## src/hw/rtl/tksel_pkg.sv

```systemverilog
// ----------------------------------------------------------------------------
// tksel_pkg
// Shared widths, constants and command and status types of the top-k score selector.
// ----------------------------------------------------------------------------
package tksel_pkg;

	localparam int SCORE_W    = 32;
	localparam int INDEX_W    = 32;
	localparam int RANK_W     = 4;
	localparam int TOPC_W     = 5;
	localparam logic [TOPC_W-1:0] TOPC_RESET = 5'd10;

	localparam int IN_TDATA_W  = SCORE_W + INDEX_W;
	localparam int OUT_FIELD_W = RANK_W + SCORE_W + INDEX_W;
	localparam int OUT_TDATA_W = ((OUT_FIELD_W + 7) / 8) * 8;
	localparam int OUT_PAD_W   = OUT_TDATA_W - OUT_FIELD_W;

	// controller -> datapath
	typedef struct packed {
		logic ins;  // request accepted: insert into the row if it qualifies
		logic pop;  // move row head into the output register
	} dp_cmd_t;

	// datapath -> controller
	typedef struct packed {
		logic fill_one;  // exactly one entry left in the row
	} dp_stat_t;

endpackage

```

## src/hw/rtl/top_k_score_selector_core.sv

```systemverilog
// ----------------------------------------------------------------------------
// top_k_score_selector_core
// Streaming top-k selection over (score, index) requests.
// ----------------------------------------------------------------------------
// Input stream s_*: one request per accepted beat, score in s_tdata[31:0],
// index in s_tdata[63:32], s_tlast marks the final request of a pass.
// While a pass is open one request is taken every cycle; the compare-and-shift
// row places it in sorted position in the same cycle if it ranks in the top k.
// After the request with s_tlast, s_tready drops and the table drains through
// m_*: one result per cycle, best score first, rank in m_tdata[3:0], m_tlast
// on the final one. The first result is valid once the state register has
// entered the drain and the first pop has loaded the output register; a pass
// with n kept entries holds the input until all n are popped from the row head.
// A stall on m_tready holds the output register and pauses the drain; once
// the final result sits in the output register, new requests are taken.
// cfg_we/cfg_wdata write top_count (k, clamped to 1..MAX_TOP); write only
// while no pass is draining. Reset empties the table and sets k to 10.
// ----------------------------------------------------------------------------
module top_k_score_selector_core #(
	parameter int MAX_TOP = 16
) (
	input  logic                                 clk,
	input  logic                                 arst_n,
	input  logic                                 cfg_we,
	input  logic [tksel_pkg::TOPC_W-1:0]         cfg_wdata,    // top_count
	input  logic                                 s_tvalid,
	output logic                                 s_tready,
	input  logic [tksel_pkg::IN_TDATA_W-1:0]     s_tdata,      // score_key, item_index
	input  logic                                 s_tlast,      // end_of_pass
	output logic                                 m_tvalid,
	input  logic                                 m_tready,
	output logic [tksel_pkg::OUT_TDATA_W-1:0]    m_tdata,      // rank_position, out_score,
	                                                           // out_index, zero pad
	output logic                                 m_tlast       // last_result
);

	tksel_pkg::dp_cmd_t  cmd;
	tksel_pkg::dp_stat_t stat;

	logic [tksel_pkg::RANK_W-1:0]  out_rank;
	logic [tksel_pkg::SCORE_W-1:0] out_score;
	logic [tksel_pkg::INDEX_W-1:0] out_index;

	tksel_ctrl u_ctrl (
		.clk      (clk),
		.arst_n   (arst_n),
		.s_tvalid (s_tvalid),
		.s_tlast  (s_tlast),
		.s_tready (s_tready),
		.m_tvalid (m_tvalid),
		.m_tready (m_tready),
		.stat     (stat),
		.cmd      (cmd)
	);

	tksel_datapath #(
		.MAX_TOP (MAX_TOP)
	) u_datapath (
		.clk       (clk),
		.arst_n    (arst_n),
		.cfg_we    (cfg_we),
		.cfg_wdata (cfg_wdata),
		.in_score  (s_tdata[tksel_pkg::SCORE_W-1:0]),
		.in_index  (s_tdata[tksel_pkg::IN_TDATA_W-1:tksel_pkg::SCORE_W]),
		.cmd       (cmd),
		.stat      (stat),
		.out_rank  (out_rank),
		.out_score (out_score),
		.out_index (out_index),
		.out_last  (m_tlast)
	);

	assign m_tdata = {{tksel_pkg::OUT_PAD_W{1'b0}}, out_index, out_score, out_rank};

endmodule

```

## src/hw/rtl/tksel_ctrl.sv

```systemverilog
// ----------------------------------------------------------------------------
// tksel_ctrl
// Pass controller: accepts requests, then drains the table into the output
// register one entry per cycle while m_tready does not stall it.
// ----------------------------------------------------------------------------
module tksel_ctrl (
	input  logic               clk,
	input  logic               arst_n,
	input  logic               s_tvalid,
	input  logic               s_tlast,
	output logic               s_tready,
	output logic               m_tvalid,
	input  logic               m_tready,
	input  tksel_pkg::dp_stat_t stat,
	output tksel_pkg::dp_cmd_t  cmd
);

	typedef enum logic {
		ST_FILL,
		ST_EMIT
	} state_t;

	state_t state_q;
	logic   out_valid_q;

	always_comb begin
		s_tready = (state_q == ST_FILL);
		cmd.ins  = s_tvalid && (state_q == ST_FILL);
		cmd.pop  = (state_q == ST_EMIT) && (!out_valid_q || m_tready);
	end

	assign m_tvalid = out_valid_q;

	always_ff @(posedge clk or negedge arst_n) begin
		if (!arst_n) begin
			state_q     <= ST_FILL;
			out_valid_q <= 1'b0;
		end else begin
			out_valid_q <= cmd.pop || (out_valid_q && !m_tready);
			case (state_q)
				ST_FILL: begin
					if (cmd.ins && s_tlast) begin
						state_q <= ST_EMIT;
					end
				end
				ST_EMIT: begin
					if (cmd.pop && stat.fill_one) begin
						state_q <= ST_FILL;
					end
				end
				default: begin
					state_q <= ST_FILL;
				end
			endcase
		end
	end

`ifndef ASSERT_OFF
	// no new request may be taken while the table drains
	a_no_ins_in_emit: assert property (@(posedge clk) disable iff (!arst_n)
		(state_q == ST_EMIT) |-> !cmd.ins)
		else $error("request taken during drain");
	// a held result must not be overwritten
	a_hold_result: assert property (@(posedge clk) disable iff (!arst_n)
		(out_valid_q && !m_tready) |-> !cmd.pop)
		else $error("pop over stalled result");
	// end of pass always leads into a drain
	a_eop_drain: assert property (@(posedge clk) disable iff (!arst_n)
		(cmd.ins && s_tlast) |=> (state_q == ST_EMIT))
		else $error("end of pass did not start drain");
`endif

endmodule

```

## src/hw/rtl/tksel_datapath.sv

```systemverilog
// ----------------------------------------------------------------------------
// tksel_datapath
// Compare-and-shift row holding the best entries in descending order, the
// fill, top_count and rank registers and the output payload register.
// ----------------------------------------------------------------------------
module tksel_datapath #(
	parameter int MAX_TOP = 16
) (
	input  logic                            clk,
	input  logic                            arst_n,
	input  logic                            cfg_we,
	input  logic [tksel_pkg::TOPC_W-1:0]    cfg_wdata,
	input  logic [tksel_pkg::SCORE_W-1:0]   in_score,
	input  logic [tksel_pkg::INDEX_W-1:0]   in_index,
	input  tksel_pkg::dp_cmd_t              cmd,
	output tksel_pkg::dp_stat_t             stat,
	output logic [tksel_pkg::RANK_W-1:0]    out_rank,
	output logic [tksel_pkg::SCORE_W-1:0]   out_score,
	output logic [tksel_pkg::INDEX_W-1:0]   out_index,
	output logic                            out_last
);

	localparam int FW = $clog2(MAX_TOP + 1);
	localparam int CW = (FW > tksel_pkg::TOPC_W) ? FW : tksel_pkg::TOPC_W;

	logic [tksel_pkg::SCORE_W-1:0] score_q [MAX_TOP];
	logic [tksel_pkg::INDEX_W-1:0] index_q [MAX_TOP];
	logic [tksel_pkg::SCORE_W-1:0] up_score [MAX_TOP];
	logic [tksel_pkg::INDEX_W-1:0] up_index [MAX_TOP];
	logic [tksel_pkg::SCORE_W-1:0] dn_score [MAX_TOP];
	logic [tksel_pkg::INDEX_W-1:0] dn_index [MAX_TOP];

	logic [tksel_pkg::TOPC_W-1:0] top_count_q;
	logic [FW-1:0]                fill_q;
	logic [tksel_pkg::RANK_W-1:0] rank_q;

	logic [FW-1:0]      k;
	logic [FW-1:0]      fill_eff;
	logic [MAX_TOP-1:0] ge;
	logic [MAX_TOP-1:0] prev_ge;
	logic               last_ge;
	logic               do_ins;

	// neighbor taps of each cell; row ends take the new item / hold
	for (genvar g = 0; g < MAX_TOP; g++) begin : g_tap
		if (g == 0) begin : g_first
			assign up_score[g] = in_score;
			assign up_index[g] = in_index;
		end else begin : g_mid
			assign up_score[g] = score_q[g-1];
			assign up_index[g] = index_q[g-1];
		end
		if (g == MAX_TOP - 1) begin : g_end
			assign dn_score[g] = score_q[g];
			assign dn_index[g] = index_q[g];
		end else begin : g_inner
			assign dn_score[g] = score_q[g+1];
			assign dn_index[g] = index_q[g+1];
		end
	end

	always_comb begin
		// effective k: top_count clamped to 1..MAX_TOP
		if (top_count_q == '0) begin
			k = FW'(1);
		end else if (CW'(top_count_q) > CW'(MAX_TOP)) begin
			k = FW'(MAX_TOP);
		end else begin
			k = FW'(top_count_q);
		end
		fill_eff = (fill_q > k) ? k : fill_q;

		// entries at or above the new score form a prefix of the row
		last_ge = 1'b0;
		for (int i = 0; i < MAX_TOP; i++) begin
			ge[i] = (FW'(i) < fill_eff) && (score_q[i] >= in_score);
			if (FW'(i) == k - FW'(1)) begin
				last_ge = ge[i];
			end
		end
		prev_ge[0] = 1'b1;
		for (int i = 1; i < MAX_TOP; i++) begin
			prev_ge[i] = ge[i-1];
		end
		// full table: only a strictly greater score gets in
		do_ins = (fill_eff < k) || !last_ge;
	end

	assign stat.fill_one = (fill_q == FW'(1));

	always_ff @(posedge clk) begin
		for (int i = 0; i < MAX_TOP; i++) begin
			if (cmd.ins && do_ins && !ge[i]) begin
				score_q[i] <= prev_ge[i] ? in_score : up_score[i];
				index_q[i] <= prev_ge[i] ? in_index : up_index[i];
			end else if (cmd.pop) begin
				score_q[i] <= dn_score[i];
				index_q[i] <= dn_index[i];
			end
		end
		if (cmd.pop) begin
			out_score <= score_q[0];
			out_index <= index_q[0];
			out_rank  <= rank_q;
			out_last  <= stat.fill_one;
		end
	end

	always_ff @(posedge clk or negedge arst_n) begin
		if (!arst_n) begin
			top_count_q <= tksel_pkg::TOPC_RESET;
			fill_q      <= '0;
			rank_q      <= '0;
		end else begin
			if (cfg_we) begin
				top_count_q <= cfg_wdata;
			end
			if (cmd.ins) begin
				if (do_ins && (fill_eff < k)) begin
					fill_q <= fill_eff + FW'(1);
				end else begin
					fill_q <= fill_eff;
				end
			end else if (cmd.pop) begin
				fill_q <= fill_q - FW'(1);
				rank_q <= stat.fill_one ? '0 : rank_q + tksel_pkg::RANK_W'(1);
			end
		end
	end

`ifndef ASSERT_OFF
	a_cmd_excl: assert property (@(posedge clk) disable iff (!arst_n)
		!(cmd.ins && cmd.pop))
		else $error("insert and pop in the same cycle");
	a_pop_nonempty: assert property (@(posedge clk) disable iff (!arst_n)
		cmd.pop |-> (fill_q != '0))
		else $error("pop from empty row");
	a_fill_bound: assert property (@(posedge clk) disable iff (!arst_n)
		cmd.ins |=> (fill_q <= k))
		else $error("fill count beyond k after insert");
	a_rank_restart: assert property (@(posedge clk) disable iff (!arst_n)
		(cmd.pop && stat.fill_one) |=> (rank_q == '0))
		else $error("rank not restarted after last result");
`endif

endmodule
```

## config.mk

```make
export PLATFORM = sky130hd
export DESIGN_NAME = top_k_score_selector_core
export DESIGN_NICKNAME = d
export VERILOG_FILES = /design/src/hw/rtl/tksel_pkg.sv /design/src/hw/rtl/top_k_score_selector_core.sv /design/src/hw/rtl/tksel_ctrl.sv /design/src/hw/rtl/tksel_datapath.sv
export SDC_FILE = /design/constraint.sdc
export NUM_CORES = 2
export LEC_CHECK = 0
export BUFFER_PORTS_ARGS = -buffer_cell sky130_fd_sc_hd__buf_2
export CELL_PAD_IN_SITES_DETAIL_PLACEMENT = 1
export CELL_PAD_IN_SITES_GLOBAL_PLACEMENT = 1
export CORE_AREA = 8 8 441 443
export CTS_CLUSTER_DIAMETER = 40
export CTS_CLUSTER_SIZE = 8
export DETAILED_ROUTE_END_ITERATION = 10
export DIE_AREA = 0 0 449 451
export PLACE_DENSITY = 0.58
export SLEW_MARGIN = 20
export SYNTH_ARGS = -nofsm -noshare
export SYNTH_HDL_FRONTEND = slang
export SYNTH_SLANG_ARGS = --single-unit
```

## constraint.sdc

```tcl
create_clock -name clk -period 8.98 [get_ports clk]
set_input_delay 1.347 -clock clk [delete_from_list [all_inputs] [get_ports clk]]
set_output_delay 1.347 -clock clk [all_outputs]
set_load 0.01 [all_outputs]
```

After elaboration in Yosys (flattened, before gate mapping)
Memories as Yosys holds them, arrays and structs flattened.
Index checks and enable logic that the tools add are counted.
- register bits after elaboration: 85
- memory bits (writable): 1024
- input bits: 75
- output and inout bits: 75
- memories kept: 2
- add/subtract/negate cells: 4
- order comparisons: 35
- equal/unequal tests: 16
- muxes and demuxes: 153
- bitwise gates (word level): 34
- reductions and logical operators: 65
- memory list (memory ; depth ; width ; rd ports ; clocked after Yosys merged registers in ; wr ports ; RTL line ; text):
    u_datapath.index_q ; 16 ; 32 ; 16 ; 0 ; 16 ; tksel_datapath.sv:27 ; logic [tksel_pkg::INDEX_W-1:0] index_q [MAX_TOP];
    u_datapath.score_q ; 16 ; 32 ; 16 ; 0 ; 16 ; tksel_datapath.sv:26 ; logic [tksel_pkg::SCORE_W-1:0] score_q [MAX_TOP];
- operators with widths (operator ; number):
    two-way mux 32 bit ; 62
    greater-or-equal comparator 32 bit ; 16
    two-way mux 1 bit ; 83
    == test 4 x 5 -> 1 bit, first input constant ; 8
    < comparator 4 x 5 -> 1 bit, first input constant ; 8
    logical AND 1 bit ; 39
    OR 1 bit ; 32
    two-way mux 5 bit ; 6
    == test 3 x 5 -> 1 bit, first input constant ; 4
    < comparator 3 x 5 -> 1 bit, first input constant ; 4
    logical NOT 1 bit ; 19
    == test 2 x 5 -> 1 bit, first input constant ; 2
    logical NOT 5 bit ; 2
    < comparator 1 x 5 -> 1 bit, first input constant ; 2
    < comparator 2 x 5 -> 1 bit, first input constant ; 2
    subtractor 5 x 1 -> 5 bit, second input constant ; 2
    adder 5 x 1 -> 5 bit, second input constant ; 1
    == test 1 x 5 -> 1 bit, first input constant ; 1
    == test 5 x 1 -> 1 bit, second input constant ; 1
    > comparator 5 bit ; 1
    > comparator 5 bit, second input constant ; 1
    < comparator 5 bit ; 1
    adder 4 x 1 -> 4 bit, second input constant ; 1
    two-way mux 4 bit ; 1
    5 further kinds ; 8

Logic depth before layout (Yosys ltp)
- word-level depth: 30
- depth in mapped cells: 22
- mapped depth without buffers: 18

Cells and area by module
From an unflattened synthesis, not the netlist that was laid out.
- cell total of the unflattened synthesis: 5423
- area total of the unflattened synthesis: 68321.8 um^2
- modules (own cells, without submodules) (module ; instances ; cells each ; area each (um^2) ; seq. area each (um^2)):
    tksel_datapath ; 1 ; 5409 ; 68191.7 ; 33174.3
    tksel_ctrl ; 1 ; 9 ; 96.3 ; 50.0
    top_k_score_selector_core ; 1 ; 5 ; 33.8 ; 0.0

Worst setup path after synthesis
OpenSTA, ideal clock, no wires.
- path type: input -> register
- from: in s_tdata[19] (netlist bit)
- to: mem u_datapath.index_q[15][0] (netlist bit), enable pin
- library setup time: 0.602 ns
- arrival time: 8.858 ns
- data required time: 8.378 ns
- slack: -0.480 ns
- cell stages on the path: 12
- cells stage by stage: inv_1 -> ha_1 -> a2111oi_0 -> o21ai_0 -> a221o_1 -> a22o_1 -> a31o_2 -> nor4b_1 -> a2111o_1 -> a21oi_1 -> or3_1 -> a311oi_1
- RTL lines (item ; RTL line ; text):
    from (decl) ; top_k_score_selector_core.sv:28 ; input logic [tksel_pkg::IN_TDATA_W-1:0] s_tdata,
    to (decl) ; tksel_datapath.sv:27 ;

==> run metrics <==
Register-to-Register Path Depth=16; worst hold stages=0; crit-path cells=inv_1 -> o21ai_1 -> inv_1 -> ha_1 -> nor2b_1 -> o31a_1 -> nor2_1 -> a21oi_2 -> inv_2 -> nor3_2 -> a211oi_1 -> o2111ai_1 -> a21oi_1 -> o41a_2 -> nor2_4 -> buf_12; later-pin clock latency in the skew report=0.87 ns; worst hold start=u_datapath.index_q[0][0]$_DFFE_PP_; grt ovf=0; Routed Antenna Nets=0; first-pass GRT wire length=338800 microns; r2r endpoint=u_datapath.score_q[1][105]$_DFFE_PP_; vias per std cell=5.502; hold buffer count at CTS=0; initial antenna violation count=2; Post-Layout Cell Count=8914; Synth Area per Inst=10.66 sq um; Avg WL per Cell=25.43 microns; Die ar.=0.2025 sq mm; most used cell, CP=inv_1; vias in the first global route=51730; Pleak=30.20 nW; Chip Height=451 microns; Synth area leaders=edfxtp_1 (50%), mux2i_1 (12%), ha_1 (10%); Clock Path Buffers=3; Pwr per Cell Area=390.8 mW/mm^2; Routed WL=226600 microns; biggest cell delay along the critical path=0.82 ns; drt drc=0; CP max-delay cell=dfrtp_1; Core ar.=0.1870 sq mm; crit path max fanout=36; row cnt=159; nets=6807; root buffer cell=clkbuf_16; Max Cap Violations=0; Worst Hold End=u_datapath.out_index[0]$_DFFE_PP_; Post-synth EDFFs=1093; reg2reg setup slack=1.99 ns; CP delay by family, top=compound AO/OA/AOI/OAI gates; fin crit share=77.86%; critical path endpoint category=flop; Clock Sinks=1109; clock-pin slew on the worst setup and hold paths=0.05 ns; critical path depth=16; Layout Skew=0.06127 ns; port buffer count=145; sequential-to-total area share from yosys stat=50.90%; Core Util, Final=41.29%; min-delay worst type=reg -> reg; Async SR Flop Fraction=1.443%; final setup fails=0; Setup Buffers After CTS=0; fin crit period=6.992 ns; CTS buffer count=239; die width=449 microns; Final Cell Area=0.07722 sq mm; Placement Cell Area=0.06873 sq mm; drt first pass iters=5; most common cell after layout, fill and taps aside=nand2_1; setup TNS=0 ns; hold violation total from the final report=0; status=finished, final reports clean; gr usage total=21.60%; GPL Wtd Cong=0.8559; post-DP HPWL=152000 microns; Worst VDD drop=266.4 uV; layout cells sized above 1=11.39%; Max-slew headroom=20.97%; CTS tree=built; CP bufs+invs=4; Worst Tran Pin Value=1.186 ns; Final Max Tran Viols=0; Worst Path Required=9.46 ns; number of gates resized after cts=0; Area Overhead vs Synth=18.31%; Mapped Cells=6121; area share of the largest cell type after synthesis=50.29%; Initial Util=34.90%; largest net degree at the start of global routing=258; YS warnings=0; most frequent cells in the layout=nand2_1 (1156), edfxtp_1 (1093), o21ai_0 (1054), mux2i_1 (801), ha_1 (525); r2r startpoint=u_datapath.top_count_q[4]$_DFFE_PN0P_; critical path type=reg -> reg; ys flop type=edfxtp_1; total I/O pin count=150; mapped cell area=0.06527 sq mm; post-synth top area cell=edfxtp_1; Max Freq=143.0 MHz; via count=49050; placed cells=8460; CP Data Arrival Time=7.48 ns; Worst setup SP type=flop; Netlist cell types=69; Tot Pwr=0.03018 W; synthesis-stage register bit count=1109; RSZ-0062 raised after global routing=no; H-tree lvl count=4; Initial DRC Count=3183
==> worst reg2reg max path: cells and delay by family, from the launching register on <==
kind | cells | cell delay (ns)
simple gates | 4 | 1.48
fa+ha+maj | 1 | 0.23
flops | 1 | 0.82
compound gates | 7 | 2.79
buf+inv | 4 | 1.25
==> registers in the layout, summed over array words and instances, names as in the netlist <==
signal / flops
u_ctrl.state_q: 1
u_datapath.rank_q: 4
u_datapath.out_last: 1
u_ctrl.m_tvalid: 1
u_datapath.score_q: 512
u_datapath.out_index: 32
u_datapath.out_rank: 4
u_datapath.top_count_q: 5
u_datapath.index_q: 512
u_datapath.out_score: 32
u_datapath.fill_q: 5
==> where the power goes <==
group	leakage (nW)	switching (W)	total, W	internal [W]
registers	10.9	0.00175	0.0105	0.00877
logic	15.2	0.00654	0.0104	0.00389
clock network	4.04	0.00315	0.00923	0.00608
total	30.2	0.0114	0.0302	0.0187
==> routing by layer <==
layer | vias to the layer above | track usage, % | part of all wire [%] | routed length, microns
met5 | - | 0 | 0 | 0
met4 | 0 | 7.430 | 3.4 | 7611
met3 | 380 | 3.135 | 4.2 | 9492
met2 | 1052 | 35.74 | 47 | 106100
met1 | 24690 | 29.02 | 46 | 103500
li1 | 22930 | - | - | -
==> Yosys cell counts (4+ instances only) <==
master,n
a211oi_1,22
a21o_1,62
and3_1,9
nand3_1,51
o21ai_1,11
a31oi_1,17
nand2b_1,14
a2111oi_0,14
nor4b_1,6
o211ai_1,22
nor2_1,220
nor3_1,21
o21a_1,14
and2_1,5
ha_1,525
nor2b_1,16
buf_1,15
and4_1,10
mux2i_1,801
nor3b_1,4
nand2_1,1157
xnor2_1,6
buf_2,73
nor4_1,12
a211o_1,11
o21bai_1,4
dfrtp_1,14
inv_1,67
nand4_1,60
a221oi_1,9
or3_1,4
o2111ai_1,5
edfxtp_1,1093
clkbuf_1,314
a21oi_1,264
mux2_2,41
o21ai_0,1055
a311oi_1,4
buf_4,11
o31ai_1,5
==> layout make-up <==
class | instances | area (sq um)
Fill cell | 20260 | 109800
Sequential cell | 1109 | 33220
Multi-Input combinational cell | 4531 | 30410
Clock buffer | 279 | 6191
Tap cell | 2495 | 3122
Clock inverter | 172 | 2263
Timing Repair Buffer | 257 | 1740
Inverter | 69 | 266.5
Antenna cell | 2 | 5.005
==> kinds of logic after synthesis <==
kind of cell | Yosys count | share of synthesized area [%]
buffers and inverters | 484 | 3.010
AOI/OAI and AO/OA | 1558 | 12.98
DFF | 1109 | 50.90
xor gates and xnor gates | 7 | 0.09393
muxes | 842 | 12.99
adders and majority gates | 525 | 10.06
and+or+nand+nor | 1595 | 9.949
other | 1 | 0.005745
==> how the worst max path moves through the flow <==
stage                                     startpoint                                    to  slack (ns)
5_1_grt        u_datapath.top_count_q[4]$_DFFE_PN0P_    u_datapath.index_q[9][6]$_DFFE_PP_        1.82
6_report       u_datapath.top_count_q[4]$_DFFE_PN0P_  u_datapath.score_q[1][105]$_DFFE_PP_        1.99
2_1_floorplan                            s_tdata[19]    u_datapath.index_q[1][0]$_DFFE_PP_        1.20
3_3_place_gp                             s_tdata[13]    u_datapath.index_q[9][2]$_DFFE_PP_        1.55
3_5_place_dp                              s_tdata[2]    u_datapath.index_q[9][2]$_DFFE_PP_        1.86
4_1_cts        u_datapath.top_count_q[1]$_DFFE_PN1P_    u_datapath.index_q[9][6]$_DFFE_PP_        2.15
==> stage by stage <==
stage,hold slack (ns),setup slack [ns]
finish,0.4523,1.988
global route,0.4327,1.820
CTS,0.4112,2.149
detailed placement,0.4356,1.863
global placement,0.4348,1.550
floorplan,0.4257,1.203
(Power assumes the default switching activity.)
